<file path="src/hw/rtl/rmp_pkg.sv">
// Shared constants and types for the ROI max pooling block.
`timescale 1ns / 1ps
package rmp_pkg;

  localparam int MAX_MAP_HEIGHT  = 64;
  localparam int MAX_MAP_WIDTH   = 64;
  localparam int MAX_CHANNELS    = 16;
  localparam int MAX_POOLED_SIDE = 8;
  localparam int VALUE_BITS      = 16;

  localparam int ROW_BITS    = $clog2(MAX_MAP_HEIGHT);
  localparam int COL_BITS    = $clog2(MAX_MAP_WIDTH);
  localparam int CH_BITS     = $clog2(MAX_CHANNELS);
  localparam int ADDR_BITS   = 16;
  localparam int EDGE_BITS   = 7;
  localparam int IN_CRD_BITS = 12;
  localparam int CRD_BITS    = 13;
  localparam int SCALE_BITS  = 17;
  localparam int PSIDE_BITS  = 4;
  localparam int PCNT_BITS   = 3;
  localparam int NUM_BITS    = 16;
  localparam int IDX_BITS    = 13;
  localparam int BIN_BITS    = 6;
  localparam int PADDR_BITS  = 5;

  localparam logic OP_LOAD = 1'b0;
  localparam logic OP_POOL = 1'b1;

  localparam logic [2:0] REG_POOLED_HEIGHT = 3'd0;
  localparam logic [2:0] REG_POOLED_WIDTH  = 3'd1;
  localparam logic [2:0] REG_COORD_SCALE   = 3'd2;
  localparam logic [2:0] REG_MAP_HEIGHT    = 3'd3;
  localparam logic [2:0] REG_MAP_WIDTH     = 3'd4;
  localparam logic [2:0] REG_MAP_CHANNELS  = 3'd5;

  typedef struct packed {
    logic [3:0]  pooled_height;
    logic [3:0]  pooled_width;
    logic [16:0] coord_scale;
    logic [6:0]  map_height;
    logic [6:0]  map_width;
    logic [4:0]  map_channels;
  } cfg_t;

  typedef struct packed {
    logic                  start;
    logic [NUM_BITS-1:0]   dividend;
    logic [PSIDE_BITS-1:0] divisor;
  } div_req_t;

endpackage

</file>
<file path="src/hw/rtl/rmp_cfg.sv">
// APB-style configuration registers of the ROI max pooling block.
`timescale 1ns / 1ps
module rmp_cfg (
  input  logic                           clk,
  input  logic                           rst_n,
  input  logic                           psel,
  input  logic                           penable,
  input  logic                           pwrite,
  input  logic [rmp_pkg::PADDR_BITS-1:0] paddr,
  input  logic [31:0]                    pwdata,
  output logic [31:0]                    prdata,
  output logic                           pready,
  output rmp_pkg::cfg_t                  cfg
);
  import rmp_pkg::*;

  cfg_t       cfg_r;
  logic [2:0] reg_idx;
  logic       wr_en;

  assign reg_idx = paddr[PADDR_BITS-1:2];
  assign wr_en   = psel && penable && pwrite;
  assign pready  = 1'b1;
  assign cfg     = cfg_r;

  always_ff @(posedge clk) begin
    if (!rst_n) begin
      cfg_r.pooled_height <= 4'd6;
      cfg_r.pooled_width  <= 4'd6;
      cfg_r.coord_scale   <= 17'd4096;
      cfg_r.map_height    <= 7'd64;
      cfg_r.map_width     <= 7'd64;
      cfg_r.map_channels  <= 5'd16;
    end else if (wr_en) begin
      unique case (reg_idx)
        REG_POOLED_HEIGHT: cfg_r.pooled_height <= pwdata[3:0];
        REG_POOLED_WIDTH:  cfg_r.pooled_width  <= pwdata[3:0];
        REG_COORD_SCALE:   cfg_r.coord_scale   <= pwdata[16:0];
        REG_MAP_HEIGHT:    cfg_r.map_height    <= pwdata[6:0];
        REG_MAP_WIDTH:     cfg_r.map_width     <= pwdata[6:0];
        REG_MAP_CHANNELS:  cfg_r.map_channels  <= pwdata[4:0];
        default: ;
      endcase
    end
  end

  always_comb begin
    unique case (reg_idx)
      REG_POOLED_HEIGHT: prdata = {28'd0, cfg_r.pooled_height};
      REG_POOLED_WIDTH:  prdata = {28'd0, cfg_r.pooled_width};
      REG_COORD_SCALE:   prdata = {15'd0, cfg_r.coord_scale};
      REG_MAP_HEIGHT:    prdata = {25'd0, cfg_r.map_height};
      REG_MAP_WIDTH:     prdata = {25'd0, cfg_r.map_width};
      REG_MAP_CHANNELS:  prdata = {27'd0, cfg_r.map_channels};
      default:           prdata = 32'd0;
    endcase
  end

endmodule

</file>
<file path="config.mk">
export PLATFORM = sky130hd
export DESIGN_NAME = rmp_cfg
export DESIGN_NICKNAME = d
export VERILOG_FILES = /design/src/hw/rtl/rmp_pkg.sv /design/src/hw/rtl/rmp_cfg.sv
export SDC_FILE = /design/constraint.sdc
export NUM_CORES = 1
export LEC_CHECK = 0
export BUFFER_PORTS_ARGS = -buffer_cell sky130_fd_sc_hd__buf_4
export CORE_ASPECT_RATIO = 1.5
export CORE_MARGIN = 2
export CORE_UTILIZATION = 34
export CTS_BUF_LIST = sky130_fd_sc_hd__clkbuf_4 sky130_fd_sc_hd__clkbuf_8
export DETAILED_ROUTE_END_ITERATION = 7
export GPL_TIMING_DRIVEN = 1
export PLACE_DENSITY = 0.71
export SKIP_LAST_GASP = 1
export SYNTH_ARGS = -nofsm -noshare
export SYNTH_HDL_FRONTEND = slang
export SYNTH_SLANG_ARGS = --single-unit
</file>
<file path="constraint.sdc">
create_clock -name clk -period 2.4 [get_ports clk]
set_input_delay 0.48 -clock clk [delete_from_list [all_inputs] [get_ports clk]]
set_output_delay 0.48 -clock clk [all_outputs]
set_load 0.05 [all_outputs]
</file>
After elaboration in Yosys (flattened, before gate mapping)

Index checks and enable logic that the tools add are counted.

Output and inout port bits: 77
ROM bits: 0
Logic and storage cells: 21
Bits in latches: 0
Bits of input ports: 42
Memories: 0
Flip-flop bits (word level): 44
RAM bits: 0

Shift operators: 0
Divide/modulo/power cells: 0
Bitwise operators: 0
$lt $le $gt $ge: 0
$mul: 0
Reductions and logical operators: 9
Muxes and demuxes: 1
$add $sub $neg: 0
Equal/unequal tests: 5

Operators with widths:

| kind                                                             | count |
|---|---|
| 17-bit one-hot mux with 6 select lines                           | 1 |
| 2-bit AND reduction                                              | 6 |
| 3-bit by 2-bit == test with 1-bit output (second input constant) | 2 |
| 3-bit == test (second input constant)                            | 2 |
| 3-bit by 1-bit == test with 1-bit output (second input constant) | 1 |
| 3-bit zero test                                                  | 1 |
| 1-bit logical AND                                                | 2 |

Logic depth before layout (Yosys ltp)

Word-level depth: 3
Gate-level depth with buffers: 5
Gate-level depth less buffers: 3

Least setup slack after synthesis

Ideal clock, no wire load.

Path type: input to output
Start point: input port paddr[2] in the netlist's numbering
End point: output port prdata[0]
Data arrival time: 1.866 ns
Path buffers: 2
Stages: 4
Data required time: 1.920 ns
Path slack: 0.054 ns
Cells stage by stage: buf_4 buf_2 mux2i_1 o221ai_1

Cells in the longest elaborated chain, start to end: 2
Elaborated cells on any way between the ends: 7
Those cells by class: 5 x eq/ne; 1 x mux; 1 x reduce/logical

RTL lines:

| element                                  | RTL line      | source |
|---|---|---|
| start, declared                          | rmp_cfg.sv:9  | `input logic [rmp_pkg::PADDR_BITS-1:0] paddr,` |
| 3-bit == test (tied with other cells)    | rmp_cfg.sv:48 | `unique case (reg_idx)` |
| 17-bit one-hot mux with 6 select lines * | rmp_cfg.sv:48 |  |
| end, declared                            | rmp_cfg.sv:11 | `output logic [31:0] prdata,` |

Every way passes the cells marked *; elsewhere a longest branch is shown, timed or not.

Final worst setup path

Start point: input port paddr[3] in the netlist's numbering
End point: output port prdata[5]

The elaborated chain is that of the path after synthesis.

==> metrics.txt <==
Largest delay share family, worst path=simple AND/OR/NAND/NOR gates; share of layout cells above drive strength 1=0.324; clock sink total=44; Synth Warn #=0; ys flop type=dfxtp_1; worst path cell trace=buf_4 > nand2b_1 > nor2_1 > o2bb2ai_1 > buf_4; status=finished, final reports clean; PD cells=489 nW/um2; root buffer cell=clkbuf_8; gpl congestion=0.777; Post-CTS Setup Inserts=0; Total GRT Usage=0.155; vias in the first global route=1740; Max Freq=roughly 0.47 GHz; die width=69.9 um; Leak=approximately 1.3 nW; FP Rows=36; crit-path max FO=11; clock skew=0 ps; r2r endpoint=cfg[4]$_SDFFE_PN1P_; Req. time, crit path=1920 ps; Worst-Skew Late Latency=290 ps; final core utilization=0.455; Resized Gates After CTS=0; Netlist cell types=25; met2 WL post-DR=around 2900 um; Final Hold Viols=0; die area=7180 um2; CP bufs+invs=2; Initial Util=0.346; Detailed Route WL=5540 um; most frequent cells in the layout=buf_4 (88), mux2i_1 (57), nand2_1 (52), dfxtp_1 (44), conb_1 (16); total gr overflow=0; critical path class=in2out; CP Capture Type=output port; final routed DRC violation total=0; Num CTS Buffers=5; EDFF count, synth=0; Reg clk slew, reported paths=80 ps; core area=6400 um2; peak supply drop=roughly 300 uV; Max-slew headroom=0.617; CTS H-tree lvls=2; met3 WL post-DR=343 um; CTS tree=yes; R2R depth=2; crit path DAT=~1600 ps; launching point of the worst reg2reg path=cfg[4]$_SDFFE_PN1P_; number of routed nets with antenna violations=0; multi-input combinational cell area=1180 um2; worst hold margin=438 ps; largest net degree at the start of global routing=64; Vias per Instance=approximately 4.7; max layer used=met4; setup violators final=0; slew of the pin with the lowest slew margin=574 ps; Met1 Wirelength=between 2000 and 2500 um; sequential cell area=~900 um2; Largest register FFs=44; area grow syn2layout=31.7%; Synth Cell Area=2210 um2; Final HPWL DP=4090 um; post-route setup TNS=0 ps; initial antenna violation count=0; die height=roughly 100 um; Longest Clk Path Bufs=2; Seq/Total Area, Yosys=0.398; I/O Pins=119; Via Count=1819; Max-Cap Viols=0; Layout Nets=357; Syn Inst Count=236; Hold Path End=cfg[26]$_SDFFE_PN0P_; reg2reg setup slack=around 1700 ps; most common cell after layout, fill and taps aside=buf_4; first-pass GRT wire length=around 8800 um; register bit total from synthesis=44; max incr delay on CP=approximately 370 ps; hold buffer count at cts=0; Antenna diodes=0; hold path depth=3; Pins Over Slew Limit=0; ys async rst share=0; fillers=642; slowest library cell on the worst path=nand2b_1; Total Power=1.42 mW; Tcrit/Tclk final=0.880; Iter 0 DRT Violations=82; minimum clock period after layout=2110 ps; IO Port Bufs=85; Avg WL per Cell=14.2 um; router iterations before antenna repair=4; Hold Startpoint=pwdata[7]; RSZ-0062 raised after global routing=no; Hold WC Path Type=in2reg; Startpoint Class=input port; Mean Syn Cell Area=9.37 um2; Critical Path Most Common Cell=buf_4
## worst min-delay path, stage by stage
cell and delay, ps:
buf_4 110, nand2_1 40, mux2i_1 50
## synth_stat cells, types with 2 or more instances
library cell  instances  share of area
o311ai_0              2         0.0079
nand2_1              52          0.088
dfxtp_1              44           0.40
or3_1                 4          0.011
o22ai_1               2         0.0057
buf_4                17          0.058
buf_2                 4         0.0091
nor2_1                2         0.0034
nor2_2                2         0.0057
nor2b_1               9          0.025
inv_1                 4         0.0068
and2_1               10          0.028
o2bb2ai_1             2         0.0079
clkbuf_1              8          0.014
mux2i_1              57           0.26
o221ai_1              4          0.016
nor2_4                2          0.010
nand2b_1              2         0.0057
conb_1                2         0.0034
o21ai_0               2         0.0045
## area by class of cell
cell class	instances	area share
clock buffer	6	0.0262
clock inverter	1	0.00172
inverter	4	0.00515
multi-input combinational	172	0.405
sequential	44	0.302
tap	76	0.0326
timing repair buffer	88	0.227
## metrics by stage
step                      instances  setup slack [ps]  cell area (um2)
after global placement          384               269             2830
after CTS                       391               284             2910
after global routing            391               200             2910
after floorplan                 250              54.4             2260
final                           391               288             2910
after detailed placement        384               284             2830
## where the power goes
| part | leakage [nW] | internal (mW) | total [mW] | switching, mW |
|---|---|---|---|---|
| registers | 0.355 | 0.735 | 0.739 | 0.00443 |
| clock network | 0.0445 | 0.210 | 0.452 | 0.243 |
| logic | 0.871 | 0.0669 | 0.232 | 0.165 |
| total | 1.27 | 1.01 | 1.42 | 0.412 |
## per-layer routing
metal  vias up  GRT usage
met1       826      0.179
met4         0     0.0680
met5         -          0
met3        10     0.0381
met2        65      0.272
li1        918          -
## logic make-up (layout without fill, tap and decap cells)
| family | count (synthesis) | count (layout) | synth area share |
|---|---|---|---|
| other | 2 | 16 | 0.00339 |
| buffers and inverters | 34 | 99 | 0.0922 |
| AO/OA/AOI/OAI | 13 | 13 | 0.0453 |
| flip-flops | 44 | 44 | 0.398 |
| multiplexers | 57 | 57 | 0.258 |
| AND/OR/NAND/NOR | 86 | 86 | 0.203 |
## how the worst max path moves through the flow
stage / from / to / slack (ps) / cells past startpoint
floorplan: paddr[2] / prdata[0] / 50 / 4
global placement: paddr[3] / prdata[2] / 270 / 5
detailed placement: paddr[3] / prdata[5] / 280 / 5
CTS: paddr[3] / prdata[5] / 280 / 5
global route: paddr[3] / prdata[5] / 200 / 5
finish: paddr[3] / prdata[5] / 290 / 5
(Power assumes the default switching activity.)
