$ cat config.mk
export PLATFORM = sky130hd
export DESIGN_NAME = rmp_div
export DESIGN_NICKNAME = d
export VERILOG_FILES = /design/src/hw/rtl/rmp_pkg.sv /design/src/hw/rtl/rmp_div.sv
export SDC_FILE = /design/constraint.sdc
export NUM_CORES = 1
export LEC_CHECK = 0
export BUFFER_PORTS_ARGS = -buffer_cell sky130_fd_sc_hd__buf_2
export CORE_MARGIN = 1
export CORE_UTILIZATION = 24
export CTS_CLUSTER_DIAMETER = 150
export DETAILED_ROUTE_END_ITERATION = 6
export HOLD_SLACK_MARGIN = 0.05
export SKIP_CTS_REPAIR_TIMING = 1
export SYNTH_ARGS = -nofsm -noshare
export SYNTH_HDL_FRONTEND = slang
export SYNTH_SLANG_ARGS = --single-unit
$ cat constraint.sdc
create_clock -name clk -period 2 [get_ports clk]
set_input_delay 0.1 -clock clk [delete_from_list [all_inputs] [get_ports clk]]
set_output_delay 0.1 -clock clk [all_outputs]
set_load 0.01 [all_outputs]
$ cat src/hw/rtl/rmp_pkg.sv
// Shared constants and types for the ROI max pooling block.
`timescale 1ns / 1ps
package rmp_pkg;

  localparam int MAX_MAP_HEIGHT  = 64;
  localparam int MAX_MAP_WIDTH   = 64;
  localparam int MAX_CHANNELS    = 16;
  localparam int MAX_POOLED_SIDE = 8;
  localparam int VALUE_BITS      = 16;

  localparam int ROW_BITS    = $clog2(MAX_MAP_HEIGHT);
  localparam int COL_BITS    = $clog2(MAX_MAP_WIDTH);
  localparam int CH_BITS     = $clog2(MAX_CHANNELS);
  localparam int ADDR_BITS   = 16;
  localparam int EDGE_BITS   = 7;
  localparam int IN_CRD_BITS = 12;
  localparam int CRD_BITS    = 13;
  localparam int SCALE_BITS  = 17;
  localparam int PSIDE_BITS  = 4;
  localparam int PCNT_BITS   = 3;
  localparam int NUM_BITS    = 16;
  localparam int IDX_BITS    = 13;
  localparam int BIN_BITS    = 6;
  localparam int PADDR_BITS  = 5;

  localparam logic OP_LOAD = 1'b0;
  localparam logic OP_POOL = 1'b1;

  localparam logic [2:0] REG_POOLED_HEIGHT = 3'd0;
  localparam logic [2:0] REG_POOLED_WIDTH  = 3'd1;
  localparam logic [2:0] REG_COORD_SCALE   = 3'd2;
  localparam logic [2:0] REG_MAP_HEIGHT    = 3'd3;
  localparam logic [2:0] REG_MAP_WIDTH     = 3'd4;
  localparam logic [2:0] REG_MAP_CHANNELS  = 3'd5;

  typedef struct packed {
    logic [3:0]  pooled_height;
    logic [3:0]  pooled_width;
    logic [16:0] coord_scale;
    logic [6:0]  map_height;
    logic [6:0]  map_width;
    logic [4:0]  map_channels;
  } cfg_t;

  typedef struct packed {
    logic                  start;
    logic [NUM_BITS-1:0]   dividend;
    logic [PSIDE_BITS-1:0] divisor;
  } div_req_t;

endpackage

$ cat src/hw/rtl/rmp_div.sv
// Radix-2 restoring divider for bin edges, one quotient bit per cycle.
`timescale 1ns / 1ps
module rmp_div (
  input  logic                         clk,
  input  logic                         rst_n,
  input  rmp_pkg::div_req_t            req,
  output logic                         done,
  output logic [rmp_pkg::NUM_BITS-1:0] quotient
);
  import rmp_pkg::*;

  localparam int CNT_BITS = $clog2(NUM_BITS);

  logic [NUM_BITS-1:0]   quo_r;
  logic [PSIDE_BITS:0]   rem_r;
  logic [PSIDE_BITS-1:0] dvs_r;
  logic [CNT_BITS-1:0]   cnt_r;
  logic                  busy_r;
  logic                  done_r;
  logic [PSIDE_BITS:0]   rem_s;
  logic                  q_bit;

  // remainder stays below the divisor, so one bit of headroom is enough
  assign rem_s = {rem_r[PSIDE_BITS-1:0], quo_r[NUM_BITS-1]};
  assign q_bit = (rem_s >= {1'b0, dvs_r});

  always_ff @(posedge clk) begin
    if (!rst_n) begin
      busy_r <= 1'b0;
      done_r <= 1'b0;
      cnt_r  <= '0;
    end else begin
      done_r <= 1'b0;
      if (req.start) begin
        busy_r <= 1'b1;
        cnt_r  <= '0;
      end else if (busy_r) begin
        cnt_r <= cnt_r + 1'b1;
        if (cnt_r == CNT_BITS'(NUM_BITS - 1)) begin
          busy_r <= 1'b0;
          done_r <= 1'b1;
        end
      end
    end
  end

  always_ff @(posedge clk) begin
    if (req.start) begin
      quo_r <= req.dividend;
      rem_r <= '0;
      dvs_r <= req.divisor;
    end else if (busy_r) begin
      quo_r <= {quo_r[NUM_BITS-2:0], q_bit};
      rem_r <= q_bit ? (rem_s - {1'b0, dvs_r}) : rem_s;
    end
  end

  assign done     = done_r;
  assign quotient = quo_r;

endmodule

# [Yosys cells after proc, flatten, opt, wreduce, memory -nomap -nowiden]
# Cells that the tools add are included.
[word_totals] mem_count=0 mem_bits_rw=0 rom_bits=0 ff_bits=30 latchBits=0
[classes] n_eq_ne=1 n_reduce_logical=3 n_addsub=2 bitwise=2 magnitude_cmp=1 div_mod_pow=0 n_shift=0 mux=7 n_mul=0
[op_table] op="16-bit 2-to-1 mux" n=2
[op_table] op="5-bit by 4-bit >= comparator with 1-bit output" n=1
[op_table] op="4-bit by 1-bit adder with 4-bit output, second input constant" n=1
[op_table] op="4-bit == test, second input constant" n=1
[op_table] op="1-bit 2-to-1 mux" n=4
[op_table] op="4-bit 2-to-1 mux" n=1
[op_table] op="4-bit subtractor" n=1
[op_table] op="3-bit OR reduction" n=1
[op_table] op="1-bit inverter" n=2
[op_table] op="2-bit nonzero test" n=1
[op_table] op="2-bit OR reduction" n=1

# [Depth between registers and ports, before layout]
[logic_depth] ltp_word=4 depth_mapped=6

# [Worst setup path before layout]
# OpenSTA, ideal clock, no wires.
[synth_path] path_kind="register to register" startpoint="reg dvs_r[1]" endpoint="reg quo_r[0] (netlist: quotient[0]), data pin" n_path_buf=0 synth_period_minus_slack_ns=1.812 slack_ns=0.188 stages_incl_launch_ff=7 t_arrival_ns=1.552 cell_sequence="edfxtp_1 > inv_1 > ha_1 > nor2b_1 > o221a_4 > or2_4 > mux2_2"
[synth_between] elab_chain_cells=3
[synth_rtl] element="from (decl)" line_no="rmp_div.sv:16" text="logic [PSIDE_BITS-1:0] dvs_r;"
[synth_rtl] element="from (signal assigned)" line_no="rmp_div.sv:51" text="dvs_r <= req.divisor;"
[synth_rtl] element="5-bit by 4-bit >= comparator with 1-bit output" line_no="rmp_div.sv:25" text="assign q_bit = (rem_s >= {1'b0, dvs_r});"
[synth_rtl] element="16-bit 2-to-1 mux" line_no="rmp_div.sv:52" text="end else if (busy_r) begin"
[synth_rtl] element="16-bit 2-to-1 mux" line_no="rmp_div.sv:48" text="if (req.start) begin"
[synth_rtl] element="to (signal assigned)" line_no="rmp_div.sv:49" text="quo_r <= req.dividend;"
[synth_rtl] element="to (signal assigned)" line_no="rmp_div.sv:53" text="quo_r <= {quo_r[NUM_BITS-2:0], q_bit};"
[synth_rtl] element="to (decl)" line_no="rmp_div.sv:14" text="logic [NUM_BITS-1:0] quo_r;"
# No other way between the ends. The select of a mux whose other input is x is not followed.
# A chain may end at the register's enable or synchronous reset.

# [Worst setup path after layout]
# Ends and elaborated chain as after synthesis.

==> flow_summary.ini <==
[yosys]
synth_mux_area_frac = 0.140
yosysSeqAreaShare = 0.590
ys_warn_count = 0
syn_area_um2 = 1360
synth_edf_count = 20
synth_top_area_cell = edfxtp_1
synthesis.nets = 131
synthFlopType = edfxtp_1
synth_area_per_cell_um2 = 13.3
ys_ff_latch = 30
syn_inst = 102
async_flop_share = 0
synth_top_family_by_area = multiplexers
synth_cell_types = 27
synth_compound_area_frac = 0.0664
synth-adder-area-share = 0.0608
netlist.area_leader.share = 0.442
synth_simple_gate_area_frac = 0.0894
yosys-top-cells-area = edfxtp_1 (44%), dfxtp_1 (15%), mux2_2 (13%)
yosys.area_share.xor_xnor = 0.0258

[min_path]
worstHoldPathCells = 2
worstHoldPathType = input port to flop
min_to = busy_r
min-delay-start = rst_n

[critical_path]
crit_type = flop to flop
startpoint_type = flop
crit_path_cell_trace = inv_1 -> ha_1 -> nor2b_1 -> o221a_4 -> or2_4 -> mux2_2
path_max_fanout = 5
reg2regPathDepth = 6
cp_slowest_cell = edfxtp_1
r2r_end = quotient[0]
r2r_start = dvs_r[1]
cp-end-kind = flop
cp_data_arrival_time_ns = 1.93
crit_required_ns = 2.03
cp.buffers_inverters = 1
max_stage_delay_ns = 0.42
rrSetupSlack_ns = 0.10
crit_family = flip-flops

[final_layout]
stdcell_count = 225
num-nets-final = 181
area_growth_pct = 31.4
post-route-util = 0.326
drive_above_1_share = 0.438
antennaDiodeCount = 0

[clocking]
numCtsBuffers = 5
path_clk_slew_ns = 0.06
clkSinkCount = 30
cts-root-buf = clkbuf_8
clock_path_buffers = 2
h-tree-depth = 2
cts_tree = built
clk_latency_ns = 0.28

[global_route]
grt_max_degree = 19
grt_usage = 0.0954
grt_pass1_vias = 967
grt_pass1_wl_um = 4370
grt-ovfl-total = 0
antenna_found_initial = 0

[route]
dr_total_vias = 958
initialDrtViolationCount = 16
ant_nets = 0
routed_via_density = 4.26
avgRoutedWirePerCell_um = 11.8
first_pass_iters = 4
drc = 0
wl_um = 2660

[sta]
fin_crit_sh = 0.948
max_slew_margin = 0.838
setup_slack_ns = 0.104
min_period_ns = 1.90
skew_ns = 0.00298
fin_setup_tns_ns = 0
hold_violations = 0
slew_viol_final = 0
worstMarginPinSlew_ns = 0.241
rsz0062_at_grt = false
fmax_ghz = 0.527
finalSetupViolCount = 0

[floorplan]
fp.dieW_um = 77.2
num_rows = 27
die_area_um2 = 5960
core_um2 = 5470
start_util = 0.248
dieHeight_um = 77.2
num_io_pins = 40

[place]
place_hpwl_um = 1890
dp.cells = 213
pre_cts_ws_ns = 0.108
gp_congestion = 0.808
portBuffers = 39

[pwr]
switching_power_uw = 386
netSwitchingFraction = 0.252
irDropWorstVdd_v = 0.000486
powerDensity_nw_per_um2 = 860
p_comb_frac = 0.176
leakage_nw = 0.745
clkPwrFrac = 0.327
total_power_mw = 1.53
p_int_mw = 1.15
seq_power_share = 0.497

[run_status]
status = finished clean

[flow_run]
maxCapViolCount = 0
## worst max-delay path by stage
| stage | startpoint | to | slack [ns] | cells after the start |
|---|---|---|---|---|
| 2_1_floorplan | dvs_r[1] | quotient[0] | 0.19 | 6 |
| 3_3_place_gp | dvs_r[1] | quotient[0] | 0.16 | 6 |
| 3_5_place_dp | dvs_r[1] | quotient[0] | 0.11 | 6 |
| 4_1_cts | dvs_r[1] | quotient[0] | 0.1 | 6 |
| 5_1_grt | dvs_r[1] | quotient[0] | 0.03 | 6 |
| 6_report | dvs_r[1] | quotient[0] | 0.10 | 6 |
## cell usage in the layout, fill, tap and decap left out, types with 2 or more instances in the layout
cell type / instances
dfxtp_1: 10
nor4_1: 2
o21ai_0: 4
nor2b_1: 2
a311oi_1: 2
nand3_1: 3
xor2_1: 3
ha_1: 5
nand2_1: 5
nor2_1: 5
dlygate4sd3_1: 4
nand4_1: 2
mux2_2: 16
buf_4: 3
inv_1: 7
nor3_1: 2
buf_2: 39
clkbuf_1: 2
edfxtp_1: 20
clkbuf_8: 6
## Yosys cell counts, types with 2 or more instances
library cell and n:
edfxtp_1 20, o21ai_0 4, nor2_1 5, nand2_1 5, clkbuf_1 3, inv_1 7
xor2_1 3, a311oi_1 2, nor3_1 2, nor2b_1 2, nand4_1 2, mux2_2 16
dfxtp_1 10, ha_1 5, nand3_1 3, nor4_1 2
## per-stage QoR
stage               area, um^2  hold WS (ns)
finish                    1780        0.0589
global route              1780        0.0740
CTS                       1740       -0.0156
detailed placement        1650         0.278
global placement          1650         0.278
floorplan                 1360         0.199
## layout make-up
| type | count | area (um^2) |
|---|---|---|
| multi-input cells | 62 | 519 |
| well taps | 72 | 90.1 |
| repair buffers | 46 | 258 |
| clock buffers | 8 | 90.1 |
| fillers | 568 | 3690 |
| flip-flops and latches | 30 | 801 |
| inverters | 7 | 26.3 |
## cells by family (layout without fill, tap and decap cells)
kind of cell / count (synthesis) / in the layout
AO/OA/AOI/OAI: 11 / 11
XOR/XNOR: 4 / 4
adder cells (fa/ha/maj): 6 / 6
buffers and inverters: 10 / 61
flip-flops: 30 / 30
multiplexers: 17 / 17
AND/OR/NAND/NOR: 24 / 24
## worst reg2reg max path: stages (launching register included)
cell and delay (ns):
edfxtp_1 0.42, inv_1 0.09, ha_1 0.23, nor2b_1 0.16, o221a_4 0.25, or2_4 0.24, mux2_2 0.26
## routing by layer
layer / global-route usage / routed length [um] / up-vias
met2: 0.149 / 1180 / 36
li1: - / - / 482
met4: 0.0585 / 76 / 0
met1: 0.112 / 1230 / 431
met5: 0 / 0 / -
met3: 0.0333 / 167 / 9
## flip-flops by register name (all words and copies together) (netlist names)
name and count:
dvs_r 4, done 1, cnt_r 4, quotient 16
rem_r 4, busy_r 1
## power by group through the flow
stage,Combinational [mW],Sequential (mW),Clock [mW]
2_1_floorplan,0.153,0.788,0
3_3_place_gp,0.261,0.775,0
3_5_place_dp,0.267,0.773,0
4_1_cts,0.268,0.762,0.523
5_1_grt,0.299,0.770,0.545
6_report,0.270,0.762,0.502
(Power assumes the default switching activity.)
